## src/spp_pkg.sv

```systemverilog
// ----------------------------------------------------------------------------
// spp_pkg
// Shared types, constants and the helper function of the stride prefetch
// predictor: item structs, table entry layout and the confidence machine.
// ----------------------------------------------------------------------------
package spp_pkg;

  localparam int ADDR_BITS          = 48;
  localparam int DEGREE_BITS        = 5;
  localparam int TABLE_ENTRIES_DEF  = 64;
  localparam int MAX_DEGREE_DEF     = 16;
  localparam logic [DEGREE_BITS-1:0] DEGREE_RESET = DEGREE_BITS'(2);

  typedef logic [ADDR_BITS-1:0] addr_t;

  typedef enum logic [1:0] {
    CONF_INITIAL   = 2'd0,
    CONF_TRANSIENT = 2'd1,
    CONF_STEADY    = 2'd2,
    CONF_NOPRED    = 2'd3
  } conf_t;

  typedef struct packed {
    addr_t miss_address;
    addr_t load_pc;
  } in_item_t;

  typedef struct packed {
    addr_t prefetch_address;
    logic  last_in_run;
  } out_item_t;

  typedef struct packed {
    addr_t pc;
    addr_t last_address;
    addr_t stride;
    conf_t conf;
  } entry_t;

  // Commands from the controller to the datapath.
  typedef struct packed {
    logic load;
    logic scan;
    logic calc;
    logic write;
    logic emit;
  } spp_cmd_t;

  // Status from the datapath to the controller.
  typedef struct packed {
    logic scan_hit;
    logic scan_done;
    logic predict;
    logic emit_last;
  } spp_sts_t;

  function automatic conf_t next_conf(input conf_t conf, input logic match);
    conf_t res;
    unique case (conf)
      CONF_INITIAL:   res = match ? CONF_STEADY    : CONF_TRANSIENT;
      CONF_TRANSIENT: res = match ? CONF_STEADY    : CONF_NOPRED;
      CONF_STEADY:    res = match ? CONF_STEADY    : CONF_INITIAL;
      CONF_NOPRED:    res = match ? CONF_TRANSIENT : CONF_NOPRED;
      default:        res = CONF_INITIAL;
    endcase
    return res;
  endfunction

endpackage

```

## src/spp_ctrl.sv

```systemverilog
// ----------------------------------------------------------------------------
// spp_ctrl
// Controller of the stride prefetch predictor: sequences the table scan,
// the stride calculation, the table write and the prefetch run.
// ----------------------------------------------------------------------------
module spp_ctrl (
  input  logic              clk,
  input  logic              rst_n,
  input  logic              start,
  output logic              busy,
  output spp_pkg::spp_cmd_t cmd,
  input  spp_pkg::spp_sts_t sts
);
  import spp_pkg::*;

  typedef enum logic [2:0] {
    ST_IDLE,
    ST_SCAN,
    ST_CALC,
    ST_WRITE,
    ST_EMIT
  } state_t;

  state_t state_r;
  state_t state_nxt;

  always_comb begin
    state_nxt = state_r;
    cmd       = '0;
    unique case (state_r)
      ST_IDLE: begin
        cmd.load = start;
        if (start) begin
          state_nxt = ST_SCAN;
        end
      end
      ST_SCAN: begin
        cmd.scan = 1'b1;
        priority if (sts.scan_hit) begin
          state_nxt = ST_CALC;
        end else if (sts.scan_done) begin
          state_nxt = ST_WRITE;
        end
      end
      ST_CALC: begin
        cmd.calc  = 1'b1;
        state_nxt = ST_WRITE;
      end
      ST_WRITE: begin
        cmd.write = 1'b1;
        state_nxt = sts.predict ? ST_EMIT : ST_IDLE;
      end
      ST_EMIT: begin
        cmd.emit = 1'b1;
        if (sts.emit_last) begin
          state_nxt = ST_IDLE;
        end
      end
      default: state_nxt = ST_IDLE;
    endcase
  end

  always_ff @(posedge clk) begin
    if (!rst_n) begin
      state_r <= ST_IDLE;
    end else begin
      state_r <= state_nxt;
    end
  end

  assign busy = (state_r != ST_IDLE);

endmodule

```

## config.mk

```make
export PLATFORM = sky130hd
export DESIGN_NAME = spp_ctrl
export DESIGN_NICKNAME = d
export VERILOG_FILES = /design/src/spp_pkg.sv /design/src/spp_ctrl.sv
export SDC_FILE = /design/constraint.sdc
export NUM_CORES = 1
export LEC_CHECK = 0
export BUFFER_PORTS_ARGS = -buffer_cell sky130_fd_sc_hd__buf_2
export CAP_MARGIN = 30
export CORE_AREA = 5 5 42 44
export DETAILED_ROUTE_END_ITERATION = 8
export DIE_AREA = 0 0 47 49
export PLACE_DENSITY = 0.37
export SYNTH_ARGS = -nofsm -noshare
export SYNTH_HDL_FRONTEND = slang
export SYNTH_SLANG_ARGS = --single-unit
```

## constraint.sdc

```tcl
create_clock -name clk -period 3 [get_ports clk]
set_clock_uncertainty 0.05 [all_clocks]
set_input_delay 0.6 -clock clk [delete_from_list [all_inputs] [get_ports clk]]
set_output_delay 0.6 -clock clk [all_outputs]
set_load 0.05 [all_outputs]
```

# Yosys cells after proc, flatten, opt, wreduce, memory -nomap -nowiden
# Cells that the tools add are included.
dict set report totals {
  in_bits 7
  reg_bits 3
  elab_cells 22
  output_inout_bits 6
}
dict set report classes {
  muxes 11
  reduce_logical 3
  n_eq_ne 7
}
# operator count
set op_table {}
lappend op_table {{$mux W3} 5}
lappend op_table {{$pmux W3 S5} 1}
lappend op_table {{$eq A3 B2 Y1 const B} 2}
lappend op_table {{$mux W1} 5}
lappend op_table {{$ne A2 B2 Y1 const B} 2}
lappend op_table {{$eq A3 B1 Y1 const B} 1}
lappend op_table {{$eq A3 B3 Y1 const B} 1}
lappend op_table {{$logic_not A3 Y1} 1}
lappend op_table {{$ne A3 B3 Y1 const B} 1}
lappend op_table {{$reduce_and A3 Y1} 1}
lappend op_table {{$reduce_bool A3 Y1} 1}

# Longest topological paths before layout
dict set report depth {
  word_depth 3
  mapped_depth 3
  depth_no_buf 3
}

# Worst setup path before layout
# OpenSTA, ideal clock, no wires.
dict set report synth_path {
  kind {register to output}
  from {register state_r[0]}
  to {output port cmd[3] (netlist bit)}
  arrival_ns 1.603
  slack_ns 0.747
  n_path_buf 0
  t_required_ns 2.350
  path_stages_with_launch 2
  path_cell_list {dfxtp_1 > nor3b_1}
}
# element line_no
set synth_lines {}
lappend synth_lines {{start, declared} spp_ctrl.sv:24} ;# state_t state_r;
lappend synth_lines {{start signal, assigned} spp_ctrl.sv:67} ;# state_r <= state_nxt;
lappend synth_lines {{end, declared} spp_ctrl.sv:11} ;# output spp_pkg::spp_cmd_t cmd,

==> reports/qor.yml <==
worst_setup_path:
  worstPathArrival_ps: 1350
  cp_max_fo: 9
  slowest_delay_ps: 390
  crit_start: "state_r[0]"
  r2r_start: "state_r[0]"
  worst-path-stages: 3
  endpoint: "cmd[4]"
  cp_cell_sequence: "or3_4, nor2_1, buf_2"
  rrSetupSlack_ps: 2020
  rr_endpoint: "state_r[2]"
  worstPathRequired_ps: 2350
  crit_family: "simple AND/OR/NAND/NOR gates"
  critical_path_class: "reg2out"
  end_kind: "primary output"
  r2r_cells: 3
  crit_slowest_cell: "or3_4"
  worstSetupStartpointType: "flop"
  path_buf_inv: 1
outcome:
  outcome: "complete, no violations"
floorplanning:
  fp.coreArea_um2: 1400
  io_pins: 13
  row_count: 14
  design.die.area_um2: 2300
  chipWidth_um: 47
  start_util_pct: 12.8
  die-height_um: 49
clocking:
  ctsHoldBuffers: 0
  insertion_delay_ps: 230
  cts_tree: "built"
  clock_sinks: 3
  cts_resized: 0
  postCtsSetupRepairBufs: 0
  h-tree-depth: 1
  cts_root_buffer: "clkbuf_4"
  clock_path_buffers: 2
  clk_pin_slew_ps: 40
  cts_inserted_buffers: 3
final_layout:
  fillerInstances: 176
  largest_reg_flops: 3
  finish.utilization_pct: 20.4
  final_area_um2: 285
  largest_register: "state_r"
  antenna_cells: 0
  finalNetCount: 45
  syn_to_final_growth_pct: 59.4
  instances_no_fill: 53
  drive_above_1_share_pct: 48.6
  reg_top3: "state_r (3)"
detailed_routing:
  vias: 191
  antenna_left: 0
  routed_wl_um: 493
  drc: 0
  drt_iter0_markers: 4
  vias_per_cell: 3.60
  avgRoutedWirePerCell_um: 9.30
  first_pass_iters: 2
synthesis:
  yosysWarnings: 0
  netlist.area_leader.share_pct: 33.6
  synthTopCellsByCount: "3 x dfxtp_1, 3 x nand2b_1, 2 x inv_1, 2 x nor2_1"
  synth_edf_count: 0
  synth_top_area_cell: "dfxtp_1"
  synth_seq_cells: 3
  ys_seq_area_share_pct: 33.6
  synthCells: 21
  ys.flop_type: "dfxtp_1"
  synthesis.nets: 28
  ys_types: 15
  syn-cell-area_um2: 179
  synth.area.top_cells: "dfxtp_1 34%, nand2b_1 10%, nor3b_2 7.0%"
  synthArstFlopShare_pct: 0
  synth.avg_cell_area_um2: 8.52
timing:
  finalWorstSetupSlack_ps: 1000
  fin_setup_tns_ps: 0
  setup_viol: 0
  slew_violations: 0
  rsz0062_at_grt: "false"
  period_needed_ps: 2000
  fin_crit_sh_pct: 66.5
  relSlewSlack_pct: 83.5
  finalHoldViolations: 0
  fmax_mhz: 501
  hold_slack_ps: 521
  tightest_slew_ps: 247
placed_design:
  pre_cts_slack_ps: 1240
  placed_cells: 49
  place_area_um2: 259
  dp_hpwl_um: 395
  io_buffers: 12
  finalWeightedCongestion: 0.614
power_and_ir_drop:
  p_clk_share_pct: 41.1
  p_int_uw: 110
  seq_power_share_pct: 28.3
  total_power_uw: 173
  ir_drop_uv: 183
  p_sw_share_pct: 36.7
  leakage_nw: 0.137
  cellPowerDensity_nw_per_um2: 607
  p_comb_share_pct: 30.6
  power_switching_uw: 63.6
global_route:
  grt_pass1_wl_um: 869
  grt_pass1_vias: 197
  overflow: 0
  antenna_found_initial: 0
  grtUsageTotal_pct: 5.84
  grt_max_degree: 10
flow_run:
  max_cap_violations: 0
min_path:
  worstHoldPathType: "reg2reg"
worst reg2reg max path, delay by kind of cell, from the launching register on:
family | cells | cell delay (ps)
flip-flops | 1 | 450
AND/OR/NAND/NOR | 2 | 300
AO/OA/AOI/OAI | 1 | 120
worst min path at each step:
| stage | startpoint | end | slack, ps | cells after the start |
|---|---|---|---|---|
| after floorplan | state_r[1] | state_r[1] | 480 | 2 |
| after detailed placement | state_r[1] | state_r[1] | 520 | 2 |
| final | state_r[1] | state_r[1] | 520 | 2 |
| after global placement | state_r[1] | state_r[1] | 530 | 2 |
| after CTS | state_r[1] | state_r[1] | 520 | 2 |
| after global routing | state_r[1] | state_r[1] | 550 | 2 |
power by group through the flow:
stage / sequential, mW / combinational, mW / clock [mW]
2_1_floorplan: 0.0485 / 0.0410 / 0
3_3_place_gp: 0.0498 / 0.0537 / 0
3_5_place_dp: 0.0497 / 0.0537 / 0
4_1_cts: 0.0490 / 0.0539 / 0.0767
5_1_grt: 0.0500 / 0.0562 / 0.0829
6_report: 0.0490 / 0.0530 / 0.0712
placed cells by master, fill, tap and decap left out, drive strengths merged, types with 2 or more instances in the layout:
cell type  Yosys  layout
nor3b          2       2
buf            0      12
dfxtp          3       3
clkbuf         0       4
nor2           2       2
nand2b         3       3
inv            2       2
final cells by class:
type,count,area [um^2],area share (%)
multi-input combinational,16,111,39.0
tap,16,20.0,7.02
sequential,3,60.1,21.1
timing repair buffer,12,60.1,21.1
inverter,2,7.51,2.63
clock buffer,4,26.3,9.21
logic make-up (layout without fill, tap and decap cells):
logic type             Yosys count  count (layout)  share of synthesized area (%)
DFF                              3               3                           33.6
buffers and inverters            2              18                           4.20
and+or+nand+nor                 11              11                           42.0
AOI/OAI and AO/OA                5               5                           20.3
metal layers:
metal	track usage [%]	up-vias	part of all wire, %
met5	0	-	0
met4	5.53	0	0
met3	5.17	0	8.1
met2	7.69	4	57
met1	5.04	82	35
li1	-	105	-
Power figures use the tool's default switching activity.
